==> src/rtl/aacf_pkg.sv <==
// aacf_pkg: shared types and constants of the aac access-unit packetizer
// used by the channel interfaces and by every module of the block
// no dependencies
package aacf_pkg;

  // field widths
  localparam int BYTE_W   = 8;
  localparam int SIZE_W   = 13;
  localparam int CNT_W    = 12;

  // au header section: 0x00, 0x10, then 13-bit size and 3-bit index of zero
  localparam int AU_HDR_BYTES = 4;
  localparam int HDR_IDX_W    = $clog2(AU_HDR_BYTES);
  localparam logic [BYTE_W-1:0] HDR_LEN_HI = 8'h00;
  localparam logic [BYTE_W-1:0] HDR_LEN_LO = 8'h10;
  localparam logic [HDR_IDX_W-1:0] HDR_IDX_LEN_HI  = HDR_IDX_W'(0);
  localparam logic [HDR_IDX_W-1:0] HDR_IDX_LEN_LO  = HDR_IDX_W'(1);
  localparam logic [HDR_IDX_W-1:0] HDR_IDX_SIZE_HI = HDR_IDX_W'(2);
  localparam logic [HDR_IDX_W-1:0] HDR_IDX_SIZE_LO = HDR_IDX_W'(AU_HDR_BYTES - 1);

  // packet size limit, header included
  localparam logic [CNT_W-1:0] MAX_PKT_RESET = CNT_W'(1500);
  localparam logic [CNT_W-1:0] PAYLOAD_LIMIT_RESET = CNT_W'(1500 - AU_HDR_BYTES);

  // one input item
  typedef struct packed {
    logic [BYTE_W-1:0] data_byte;
    logic [SIZE_W-1:0] au_size;
    logic              last_of_au;
  } item_t;

  // one result item
  typedef struct packed {
    logic [BYTE_W-1:0] out_byte;
    logic              end_of_packet;
    logic              marker;
    logic              last;
  } result_t;

  // held input item as seen by the framer
  typedef struct packed {
    logic  valid;
    item_t item;
  } held_t;

  // result offered to the output register
  typedef struct packed {
    logic    valid;
    result_t res;
  } emit_t;

endpackage

==> src/rtl/aacf_ifs.sv <==
// aacf channel interfaces: input bytes, packet bytes and the limit register write
// depends on aacf_pkg for field widths

interface aacf_in_if;
  logic                          valid;
  logic                          ready;
  logic [aacf_pkg::BYTE_W-1:0]   data_byte;
  logic [aacf_pkg::SIZE_W-1:0]   au_size;
  logic                          last_of_au;

  modport source (output valid, output data_byte, output au_size, output last_of_au,
                  input ready);
  modport sink   (input valid, input data_byte, input au_size, input last_of_au,
                  output ready);
endinterface

interface aacf_out_if;
  logic                          valid;
  logic                          ready;
  logic [aacf_pkg::BYTE_W-1:0]   out_byte;
  logic                          end_of_packet;
  logic                          marker;
  logic                          last;

  modport source (output valid, output out_byte, output end_of_packet, output marker,
                  output last, input ready);
  modport sink   (input valid, input out_byte, input end_of_packet, input marker,
                  input last, output ready);
endinterface

interface aacf_cfg_if;
  logic                          valid;
  logic                          ready;
  logic [aacf_pkg::CNT_W-1:0]    max_packet_bytes;

  modport source (output valid, output max_packet_bytes, input ready);
  modport sink   (input valid, input max_packet_bytes, output ready);
endinterface

==> src/rtl/aacf_in_stage.sv <==
// aacf_in_stage: input register holding one access-unit byte until the framer consumes it
// depends on aacf_pkg
module aacf_in_stage (
  input  logic                 clk,
  input  logic                 rst,
  input  logic                 in_valid,
  output logic                 in_ready,
  input  aacf_pkg::item_t      in_item,
  input  logic                 pop,
  output aacf_pkg::held_t      held
);
  import aacf_pkg::*;

  logic  full;
  item_t item;

  // free slot, or the held byte leaves this cycle
  assign in_ready = !full || pop;

  // occupancy
  always_ff @(posedge clk) begin
    if (rst) begin
      full <= 1'b0;
    end else if (in_valid && in_ready) begin
      full <= 1'b1;
    end else if (pop) begin
      full <= 1'b0;
    end
  end

  // payload
  always_ff @(posedge clk) begin
    if (in_valid && in_ready) begin
      item <= in_item;
    end
  end

  assign held.valid = full;
  assign held.item  = item;

endmodule

==> src/rtl/aacf_framer.sv <==
// aacf_framer: packet state, header sequencing and end-of-packet decision
// depends on aacf_pkg; feeds aacf_out_stage, drains aacf_in_stage
module aacf_framer (
  input  logic                         clk,
  input  logic                         rst,
  input  logic                         cfg_valid,
  input  logic [aacf_pkg::CNT_W-1:0]   cfg_max_packet_bytes,
  input  aacf_pkg::held_t              held,
  input  logic                         can_load,
  output logic                         pop,
  output aacf_pkg::emit_t              emit
);
  import aacf_pkg::*;

  logic                 in_packet;
  logic [CNT_W-1:0]     payload_count;
  logic [CNT_W-1:0]     payload_count_next;
  logic [HDR_IDX_W-1:0] hdr_idx;
  logic [CNT_W-1:0]     payload_limit;
  logic                 fire;
  logic                 eop;
  logic [BYTE_W-1:0]    hdr_byte;

  // payload limit, kept ready-subtracted; saturates at one byte
  always_ff @(posedge clk) begin
    if (rst) begin
      payload_limit <= PAYLOAD_LIMIT_RESET;
    end else if (cfg_valid) begin
      if (cfg_max_packet_bytes > CNT_W'(AU_HDR_BYTES)) begin
        payload_limit <= cfg_max_packet_bytes - CNT_W'(AU_HDR_BYTES);
      end else begin
        payload_limit <= CNT_W'(1);
      end
    end
  end

  // one result per cycle whenever a byte is held and the output register has room
  assign fire = held.valid && can_load;
  assign pop  = fire && in_packet;

  assign payload_count_next = payload_count + CNT_W'(1);
  assign eop = held.item.last_of_au || (payload_count_next >= payload_limit);

  // au header section bytes
  always_comb begin
    unique case (hdr_idx)
      HDR_IDX_LEN_HI:  hdr_byte = HDR_LEN_HI;
      HDR_IDX_LEN_LO:  hdr_byte = HDR_LEN_LO;
      HDR_IDX_SIZE_HI: hdr_byte = held.item.au_size[SIZE_W-1:SIZE_W-BYTE_W];
      HDR_IDX_SIZE_LO: hdr_byte = {held.item.au_size[SIZE_W-BYTE_W-1:0],
                                   (2*BYTE_W-SIZE_W)'(0)};
      default:         hdr_byte = HDR_LEN_HI;
    endcase
  end

  // result selection
  always_comb begin
    emit.valid = fire;
    if (in_packet) begin
      emit.res.out_byte      = held.item.data_byte;
      emit.res.end_of_packet = eop;
      emit.res.marker        = held.item.last_of_au;
      emit.res.last          = 1'b1;
    end else begin
      emit.res.out_byte      = hdr_byte;
      emit.res.end_of_packet = 1'b0;
      emit.res.marker        = 1'b0;
      emit.res.last          = 1'b0;
    end
  end

  // packet state
  always_ff @(posedge clk) begin
    if (rst) begin
      in_packet     <= 1'b0;
      payload_count <= '0;
      hdr_idx       <= '0;
    end else if (fire) begin
      if (in_packet) begin
        in_packet     <= !eop;
        payload_count <= eop ? '0 : payload_count_next;
      end else if (hdr_idx == HDR_IDX_SIZE_LO) begin
        in_packet     <= 1'b1;
        payload_count <= '0;
        hdr_idx       <= '0;
      end else begin
        hdr_idx       <= hdr_idx + HDR_IDX_W'(1);
      end
    end
  end

  // header counter only runs while no packet is open
  a_hdr_closed: assert property (@(posedge clk) disable iff (rst)
    hdr_idx != '0 |-> !in_packet)
    else $error("header sequence running inside an open packet");

  // a byte is only released once its packet is open
  a_pop_open: assert property (@(posedge clk) disable iff (rst)
    fire && !in_packet |-> !pop)
    else $error("byte released during header bytes");

  // end of unit always closes the packet
  a_au_close: assert property (@(posedge clk) disable iff (rst)
    fire && in_packet && held.item.last_of_au |=> !in_packet && payload_count == '0)
    else $error("packet left open after last byte of unit");

  // opening a packet follows the final header byte
  a_open: assert property (@(posedge clk) disable iff (rst)
    fire && !in_packet && hdr_idx == HDR_IDX_SIZE_LO |=> in_packet && hdr_idx == '0)
    else $error("packet not opened after header section");

endmodule

==> src/rtl/aacf_out_stage.sv <==
// aacf_out_stage: result register between the framer and the output channel
// depends on aacf_pkg
module aacf_out_stage (
  input  logic               clk,
  input  logic               rst,
  input  aacf_pkg::emit_t    emit,
  output logic               can_load,
  output logic               out_valid,
  input  logic               out_ready,
  output aacf_pkg::result_t  out_res
);
  import aacf_pkg::*;

  logic    full;
  result_t res;

  // room when empty or the current transaction completes
  assign can_load = !full || out_ready;

  // occupancy
  always_ff @(posedge clk) begin
    if (rst) begin
      full <= 1'b0;
    end else if (can_load) begin
      full <= emit.valid;
    end
  end

  // payload
  always_ff @(posedge clk) begin
    if (can_load && emit.valid) begin
      res <= emit.res;
    end
  end

  assign out_valid = full;
  assign out_res   = res;

endmodule

==> src/rtl/aac_au_rtp_fragmenter_core.sv <==
// aac_au_rtp_fragmenter_core: top level of the aac access-unit packetizer
// depends on aacf_pkg, aacf_ifs, aacf_in_stage, aacf_framer, aacf_out_stage
//
//  channel   dir  payload                                       transaction
//  in_ch     in   data_byte, au_size, last_of_au                one unit byte
//  out_ch    out  out_byte, end_of_packet, marker, last         one packet byte
//  cfg_ch    in   max_packet_bytes                              limit write
//
// a byte inside an open packet gives one result; a byte that opens a packet gives
// the four header bytes, then itself, all through the single result register
// reset clears the packet state and loads a limit of 1500 bytes; no clearing pass
// while a result waits on a stalled output the input register takes one more byte
// if it is empty, then holds in_ch.ready low until the output moves again
// cfg_ch is always ready and its write takes effect on the next byte
module aac_au_rtp_fragmenter_core (
  input  logic         clk,
  input  logic         rst,
  aacf_in_if.sink      in_ch,
  aacf_out_if.source   out_ch,
  aacf_cfg_if.sink     cfg_ch
);
  import aacf_pkg::*;

  item_t   in_item;
  held_t   held;
  emit_t   emit;
  result_t out_res;
  logic    pop;
  logic    can_load;

  assign cfg_ch.ready = 1'b1;

  // input payload gathered into one item
  assign in_item.data_byte  = in_ch.data_byte;
  assign in_item.au_size    = in_ch.au_size;
  assign in_item.last_of_au = in_ch.last_of_au;

  aacf_in_stage u_in_stage (
    .clk      (clk),
    .rst      (rst),
    .in_valid (in_ch.valid),
    .in_ready (in_ch.ready),
    .in_item  (in_item),
    .pop      (pop),
    .held     (held)
  );

  aacf_framer u_framer (
    .clk                  (clk),
    .rst                  (rst),
    .cfg_valid            (cfg_ch.valid),
    .cfg_max_packet_bytes (cfg_ch.max_packet_bytes),
    .held                 (held),
    .can_load             (can_load),
    .pop                  (pop),
    .emit                 (emit)
  );

  aacf_out_stage u_out_stage (
    .clk       (clk),
    .rst       (rst),
    .emit      (emit),
    .can_load  (can_load),
    .out_valid (out_ch.valid),
    .out_ready (out_ch.ready),
    .out_res   (out_res)
  );

  // result fields onto the output channel
  assign out_ch.out_byte      = out_res.out_byte;
  assign out_ch.end_of_packet = out_res.end_of_packet;
  assign out_ch.marker        = out_res.marker;
  assign out_ch.last          = out_res.last;

endmodule

==> src/flat_wrapper.sv <==
// flat-port wrapper written by rule: the top's interface ports become plain ports
module aac_au_rtp_fragmenter_core_flat import aacf_pkg::*;
  (clk, rst, in_ch_valid, in_ch_data_byte, in_ch_au_size, in_ch_last_of_au, in_ch_ready, out_ch_valid, out_ch_out_byte, out_ch_end_of_packet, out_ch_marker, out_ch_last, out_ch_ready, cfg_ch_valid, cfg_ch_max_packet_bytes, cfg_ch_ready);
  aacf_in_if in_ch_i ();
  aacf_out_if out_ch_i ();
  aacf_cfg_if cfg_ch_i ();
  input  logic clk;
  input  logic rst;
  input wire logic [$bits(in_ch_i.valid)-1:0] in_ch_valid;
  input wire logic [$bits(in_ch_i.data_byte)-1:0] in_ch_data_byte;
  input wire logic [$bits(in_ch_i.au_size)-1:0] in_ch_au_size;
  input wire logic [$bits(in_ch_i.last_of_au)-1:0] in_ch_last_of_au;
  output wire logic [$bits(in_ch_i.ready)-1:0] in_ch_ready;
  output wire logic [$bits(out_ch_i.valid)-1:0] out_ch_valid;
  output wire logic [$bits(out_ch_i.out_byte)-1:0] out_ch_out_byte;
  output wire logic [$bits(out_ch_i.end_of_packet)-1:0] out_ch_end_of_packet;
  output wire logic [$bits(out_ch_i.marker)-1:0] out_ch_marker;
  output wire logic [$bits(out_ch_i.last)-1:0] out_ch_last;
  input wire logic [$bits(out_ch_i.ready)-1:0] out_ch_ready;
  input wire logic [$bits(cfg_ch_i.valid)-1:0] cfg_ch_valid;
  input wire logic [$bits(cfg_ch_i.max_packet_bytes)-1:0] cfg_ch_max_packet_bytes;
  output wire logic [$bits(cfg_ch_i.ready)-1:0] cfg_ch_ready;
  assign in_ch_i.valid = in_ch_valid;
  assign in_ch_i.data_byte = in_ch_data_byte;
  assign in_ch_i.au_size = in_ch_au_size;
  assign in_ch_i.last_of_au = in_ch_last_of_au;
  assign in_ch_ready = in_ch_i.ready;
  assign out_ch_valid = out_ch_i.valid;
  assign out_ch_out_byte = out_ch_i.out_byte;
  assign out_ch_end_of_packet = out_ch_i.end_of_packet;
  assign out_ch_marker = out_ch_i.marker;
  assign out_ch_last = out_ch_i.last;
  assign out_ch_i.ready = out_ch_ready;
  assign cfg_ch_i.valid = cfg_ch_valid;
  assign cfg_ch_i.max_packet_bytes = cfg_ch_max_packet_bytes;
  assign cfg_ch_ready = cfg_ch_i.ready;
  aac_au_rtp_fragmenter_core u_core (.clk(clk), .rst(rst), .in_ch(in_ch_i), .out_ch(out_ch_i), .cfg_ch(cfg_ch_i));
endmodule
==> config.mk <==
export PLATFORM = sky130hd
export DESIGN_NAME = aac_au_rtp_fragmenter_core_flat
export DESIGN_NICKNAME = d
export VERILOG_FILES = /design/src/rtl/aacf_pkg.sv /design/src/rtl/aacf_ifs.sv /design/src/rtl/aacf_in_stage.sv /design/src/rtl/aacf_framer.sv /design/src/rtl/aacf_out_stage.sv /design/src/rtl/aac_au_rtp_fragmenter_core.sv /design/src/flat_wrapper.sv
export SDC_FILE = /design/constraint.sdc
export NUM_CORES = 1
export LEC_CHECK = 0
export BUFFER_PORTS_ARGS = -buffer_cell sky130_fd_sc_hd__buf_2
export CORE_ASPECT_RATIO = 0.7
export CORE_MARGIN = 3
export CORE_UTILIZATION = 38
export CTS_CLUSTER_SIZE = 25
export DETAILED_ROUTE_END_ITERATION = 10
export PLACE_DENSITY = 0.67
export SYNTH_ARGS = -nofsm -noshare
export SYNTH_HDL_FRONTEND = slang
export SYNTH_SLANG_ARGS = --single-unit
==> constraint.sdc <==
create_clock -name clk -period 5.9 [get_ports clk]
set_clock_uncertainty 0.15 [all_clocks]
set_input_delay 0.59 -clock clk [delete_from_list [all_inputs] [get_ports clk]]
set_output_delay 0.59 -clock clk [all_outputs]
set_load 0.03 [all_outputs]
# Word level (Yosys, flattened, before mapping)
# Cells that the tools add are included.
[totals] regBits=62 output_inout_bits=14
[classes] n_reduce_logical=15 bitwise_logic=1 n_eq_ne=3 add_sub_neg=3 magnitude_cmp=2 mux=11
[op_table] operator="$mux 12" n=4
[op_table] operator="$pmux 8 s4" n=1
[op_table] operator="$add 12x1->12 const B" n=1
[op_table] operator="$ge 12x12->1" n=1
[op_table] operator="$gt 12x3->1 const B" n=1
[op_table] operator="$sub 12x3->12 const B" n=1
[op_table] operator="$mux 11" n=1
[op_table] operator="$eq 2x2->1 const B" n=2
[op_table] operator="$logic_and 1x1->1" n=4
[op_table] operator="$mux 1" n=4
[op_table] operator="$reduce_and 2->1" n=2
[op_table] operator="$reduce_bool 2->1" n=2
[op_table] operator="$logic_not 1->1" n=3
[op_table] operator="$logic_or 1x1->1" n=3
[op_table] operator="$add 2x1->2 const B" n=1
[op_table] operator="$eq 2x1->1 const B" n=1
[op_table] operator="$logic_not 2->1" n=1
[op_table] operator="$mux 2" n=1
[op_table] operator="$not 1->1" n=1

# Logic depth before layout (Yosys ltp)
[depth] depth_word=7 mapped_depth=12 depth_no_buf=11

# Cells and area by module
# Synthesis repeated with hierarchy kept, for this count alone.
[hier_totals] hier_cells=285 hier_area_um2=3042.9
[modules_own_cells] module="aacf_framer" seq_area_each_um2=540.5 area_each_um2=1923.1 n_inst=1 cells_per_inst=239
[modules_own_cells] module="aacf_in_stage" seq_area_each_um2=680.7 area_each_um2=723.2 n_inst=1 cells_per_inst=28
[modules_own_cells] module="aacf_out_stage" seq_area_each_um2=350.3 area_each_um2=385.4 n_inst=1 cells_per_inst=16
[modules_own_cells] module="aac_au_rtp_fragmenter_core" seq_area_each_um2=0.0 area_each_um2=11.3 n_inst=1 cells_per_inst=2

# Worst setup path after synthesis
# OpenSTA, ideal clock, no wires.
[synth_timing] path_kind="register to register" start="register u_core.u_framer.payload_count[0]" end="register u_core.u_framer.payload_count[10]" setup_slack_ns=2.922 t_arrival_ns=2.767 n_path_buf=1 setup_ns=0.061 path_stages_with_launch=13 cell_sequence="dfxtp_1 > ha_1 > nand3_1 > inv_1 > and3_1 > xor2_1 > ha_1 > nand2_1 > o21ai_0 > a2111oi_2 > and2_1 > clkbuf_1 > a32o_1"
[synth_via] elab_chain_len=5
[synth_lines] element="from (decl)" line_no="aacf_framer.sv:16" rtl="logic [CNT_W-1:0] payload_count;"
[synth_lines] element="from (signal assigned)" line_no="aacf_framer.sv:81" rtl="payload_count <= eop ? '0 : payload_count_next;"
[synth_lines] element="$add 12x1->12 (*)" line_no="aacf_framer.sv:41" rtl="assign payload_count_next = payload_count + CNT_W'(1);"
[synth_lines] element="$ge 12x12->1" line_no="aacf_framer.sv:42" rtl="assign eop = held.item.last_of_au || (payload_count_next >= payload_limit);"
[synth_lines] element="$logic_or 1x1->1" line_no="aacf_framer.sv:42"
[synth_lines] element="$mux 12 (*)" line_no="aacf_framer.sv:81"
[synth_lines] element="$mux 12 (*)" line_no="aacf_framer.sv:79" rtl="if (in_packet) begin"
# Mark *: on every way between the ends. The rest lies on a longest branch, timed or not.
# A chain may end at the register's enable or synchronous reset.

# Worst setup path in the final report
[layout_timing] start="register u_core.u_framer.payload_count[0]" end="register u_core.u_framer.payload_count[1]"
# Same word-level chain as after synthesis.

==> metrics <==
peak fanout along the critical path 9; async set-reset flop share out of synthesis 0%; total gr overflow 0; footprint of the multi-input gates between 0.001 and 0.0015 mm^2; CP max stage delay 0.62 ns; Placer Congestion approximately 0.95; pin count of the biggest net entering global routing 23; total routed wirelength around 6000 um; initial drt markers 90; worst slew pin tran 1.03 ns; Die H 79.4 um; setup ws final 2.51 ns; vias roughly 2100; Distinct cells, synth 43; synthesized area per cell around 11 um^2; Ports 53; Final Slew Violations 0; commonest non-fill, non-tap cell in the layout buf_2; Logic pwr share just over 8%; core area between 0.007 and 0.008 mm^2; minimum clock period 3.39 ns; leakage 1.41 nW; predominant post-synthesis flop cell edfxtp_1; crit share post-route 57.5%; fmax about 0.29 GHz; worst-skew pair later-pin latency 0.33 ns; # diodes 0; switching part of the total a little over a fifth; RSZ-0062 raised after global routing false; Final TNS setup 0 ns; P per Cell Area a little under 300 mW/mm^2; Die Footprint approximately 0.009 mm^2; Peak VDD IR 0.107 mV; share of layout cells above drive strength 1 between 20% and 30%; Final Hold Fails 0; CP Class flop to flop; Critical Path Sink Type flop; Critical Path AT 3.51 ns; Post-CTS Hold Buffers 0; Detail Route Antenna Nets 0; #FFs+latches synth 62; drt via density between 4 and 5; CTS buffer count 9; Hold Path Class input port to flop; row count 26; Residual DRC 0; Clock Tree Root clkbuf_8; Clock Pin Slew Worst Setup and Hold Paths 0.07 ns; I/O Buffers 51; layout net count between 300 and 400; final setup fails 0; initial antenna violation count 0; H-tree depth 3; TritonCTS clock tree done; EDFF count, synth 33; Synth Cell Area 0.00292 mm^2; number of buffers added for setup after CTS 0; Cell Int Power 0.786 mW; switching power between 0.2 and 0.25 mW; CTS resizes 0; Yosys Warn Count 0; CP Launch Type flop; Worst Path Required ~6 ns; status completed; commonest non-fill, non-tap cells in the layout buf_2 (51), edfxtp_1 (33), dfxtp_1 (29); GRT Overall Usage roughly 14%; pre-CTS setup slack between 2 and 3 ns; Die X 111 um; clock buffer depth 2; # clock sinks 62; max capacitance violation total 0; Detailed Routing Iterations Pass 1 4; clock power share a little over two fifths; Net Count, Synth 327; vias in the first global route approximately 2000; Max-slew headroom about a third; fillers slightly below 700; Top Family by Delay on Critical Path compound AO/OA/AOI/OAI gates; worst path cell trace ha_1, nand3_1, inv_1, nand3_1, xnor2_1, ha_1, a21oi_1, a21boi_0, a2111oi_2, and2_1, a32o_1; sequential area share after synthesis 53.7%; global-route wire length before repair between 9000 and 10000 um; register share of total power about half; register area 0.00157 mm^2; Starting Density about 40%; Slowest-stage cell, CP a2111oi_2; HPWL Detailed 4470 um; CP Buf/Inv Count 1; area delta synth->final 18.9%; drt wl/cell approximately 14 um; Post-Synthesis Cells 270
==> path summary, 6_finish.rpt <==
| check | slack [ns] | cells past startpoint | end | startpoint |
|---|---|---|---|---|
| hold reg to reg | 0.32 | 1 | u_core.u_framer.payload_count[8]$_SDFFE_PP0P_ | u_core.u_framer.payload_count[8]$_SDFFE_PP0P_ |
| setup reg to reg | 2.51 | 11 | u_core.u_framer.payload_count[1]$_SDFFE_PP0P_ | u_core.u_framer.payload_count[0]$_SDFFE_PP0P_ |
| setup / recovery | 2.51 | 11 | u_core.u_framer.payload_count[1]$_SDFFE_PP0P_ | u_core.u_framer.payload_count[0]$_SDFFE_PP0P_ |
| hold / removal | 0.27 | 1 | u_core.u_in_stage.held[8]$_DFFE_PP_ | in_ch_au_size[7] |
==> cell usage after synthesis, types with 2 or more instances <==
library cell	number	area share, %
edfxtp_1	33	34
dfxtp_1	29	20
inv_1	22	2.8
nand2_1	21	2.7
nor2_1	19	2.4
ha_1	18	7.7
o21ai_0	16	2.7
a21oi_1	15	2.6
xnor2_1	14	4.2
a32o_1	9	3.1
clkbuf_1	9	1.2
nand3_1	6	1.0
and2_1	5	1.1
nand4_1	5	1.1
a22oi_1	4	1.0
xor2_1	4	1.2
a2bb2oi_1	3	0.90
mux2i_1	3	1.0
nor2b_1	3	0.64
nor4_1	3	0.64
o31ai_1	3	0.77
and4_1	2	0.60
nor3_2	2	0.68
or2_2	2	0.43
or4_4	2	0.77
==> metrics by stage <==
step | instances | util, % | hold slack [ns] | instance area [um^2] | total power [mW]
CTS | 423 | 47.1 | 0.259 | 3480 | 1.02
global route | 423 | 47.1 | 0.258 | 3480 | 1.04
floorplan | 270 | - | 0.271 | 2920 | 0.546
global placement | 407 | 44.0 | 0.300 | 3250 | 0.577
detailed placement | 407 | 44.0 | 0.308 | 3250 | 0.579
finish | 423 | 47.1 | 0.273 | 3480 | 1.00
==> sequential cells by signal (all words and copies together) (netlist names) <==
signal	count
u_core.u_in_stage.held	22
u_core.u_framer.payload_count	12
u_core.u_framer.payload_limit	12
u_core.u_out_stage.out_res	11
u_core.u_framer.hdr_idx	2
u_core.u_framer.in_packet	1
u_core.u_in_stage.full	1
u_core.u_out_stage.out_valid	1
==> per-layer routing <==
layer | global-route usage [%] | part of all wire (%) | vias to the layer above
li1 | - | - | 1073
met1 | 19.6 | 50 | 983
met2 | 21.1 | 44 | 34
met3 | 4.39 | 3.7 | 8
met4 | 4.43 | 1.4 | 0
met5 | 0 | 0 | -
==> power groups by stage <==
stage                     clock network, mW  registers, mW  logic (mW)
after floorplan                           0          0.502      0.0441
after global placement                    0          0.494      0.0822
after detailed placement                  0          0.495      0.0841
after CTS                             0.445          0.486      0.0846
after global routing                  0.463          0.487      0.0934
final                                 0.436          0.485      0.0836
==> layout make-up <==
type / instances / share of cell area (%)
Clock buffer: 11 / 3.78
Clock inverter: 5 / 2.84
Inverter: 23 / 2.48
Multi-Input combinational cell: 173 / 34.8
Sequential cell: 62 / 45.2
Tap cell: 98 / 3.53
Timing Repair Buffer: 51 / 7.34
==> cell families (layout without fill, tap and decap cells) <==
kind of cell	count (synthesis)	in the layout	synth area share, %
AOI/OAI and AO/OA	58	58	14.0
xor gates and xnor gates	18	18	5.39
adders and majority gates	18	18	7.70
buffers and inverters	35	90	4.88
DFF	62	62	53.7
muxes	3	3	1.03
other	1	1	0.128
and+or+nand+nor	75	75	13.2
Power figures use the tool's default switching activity.
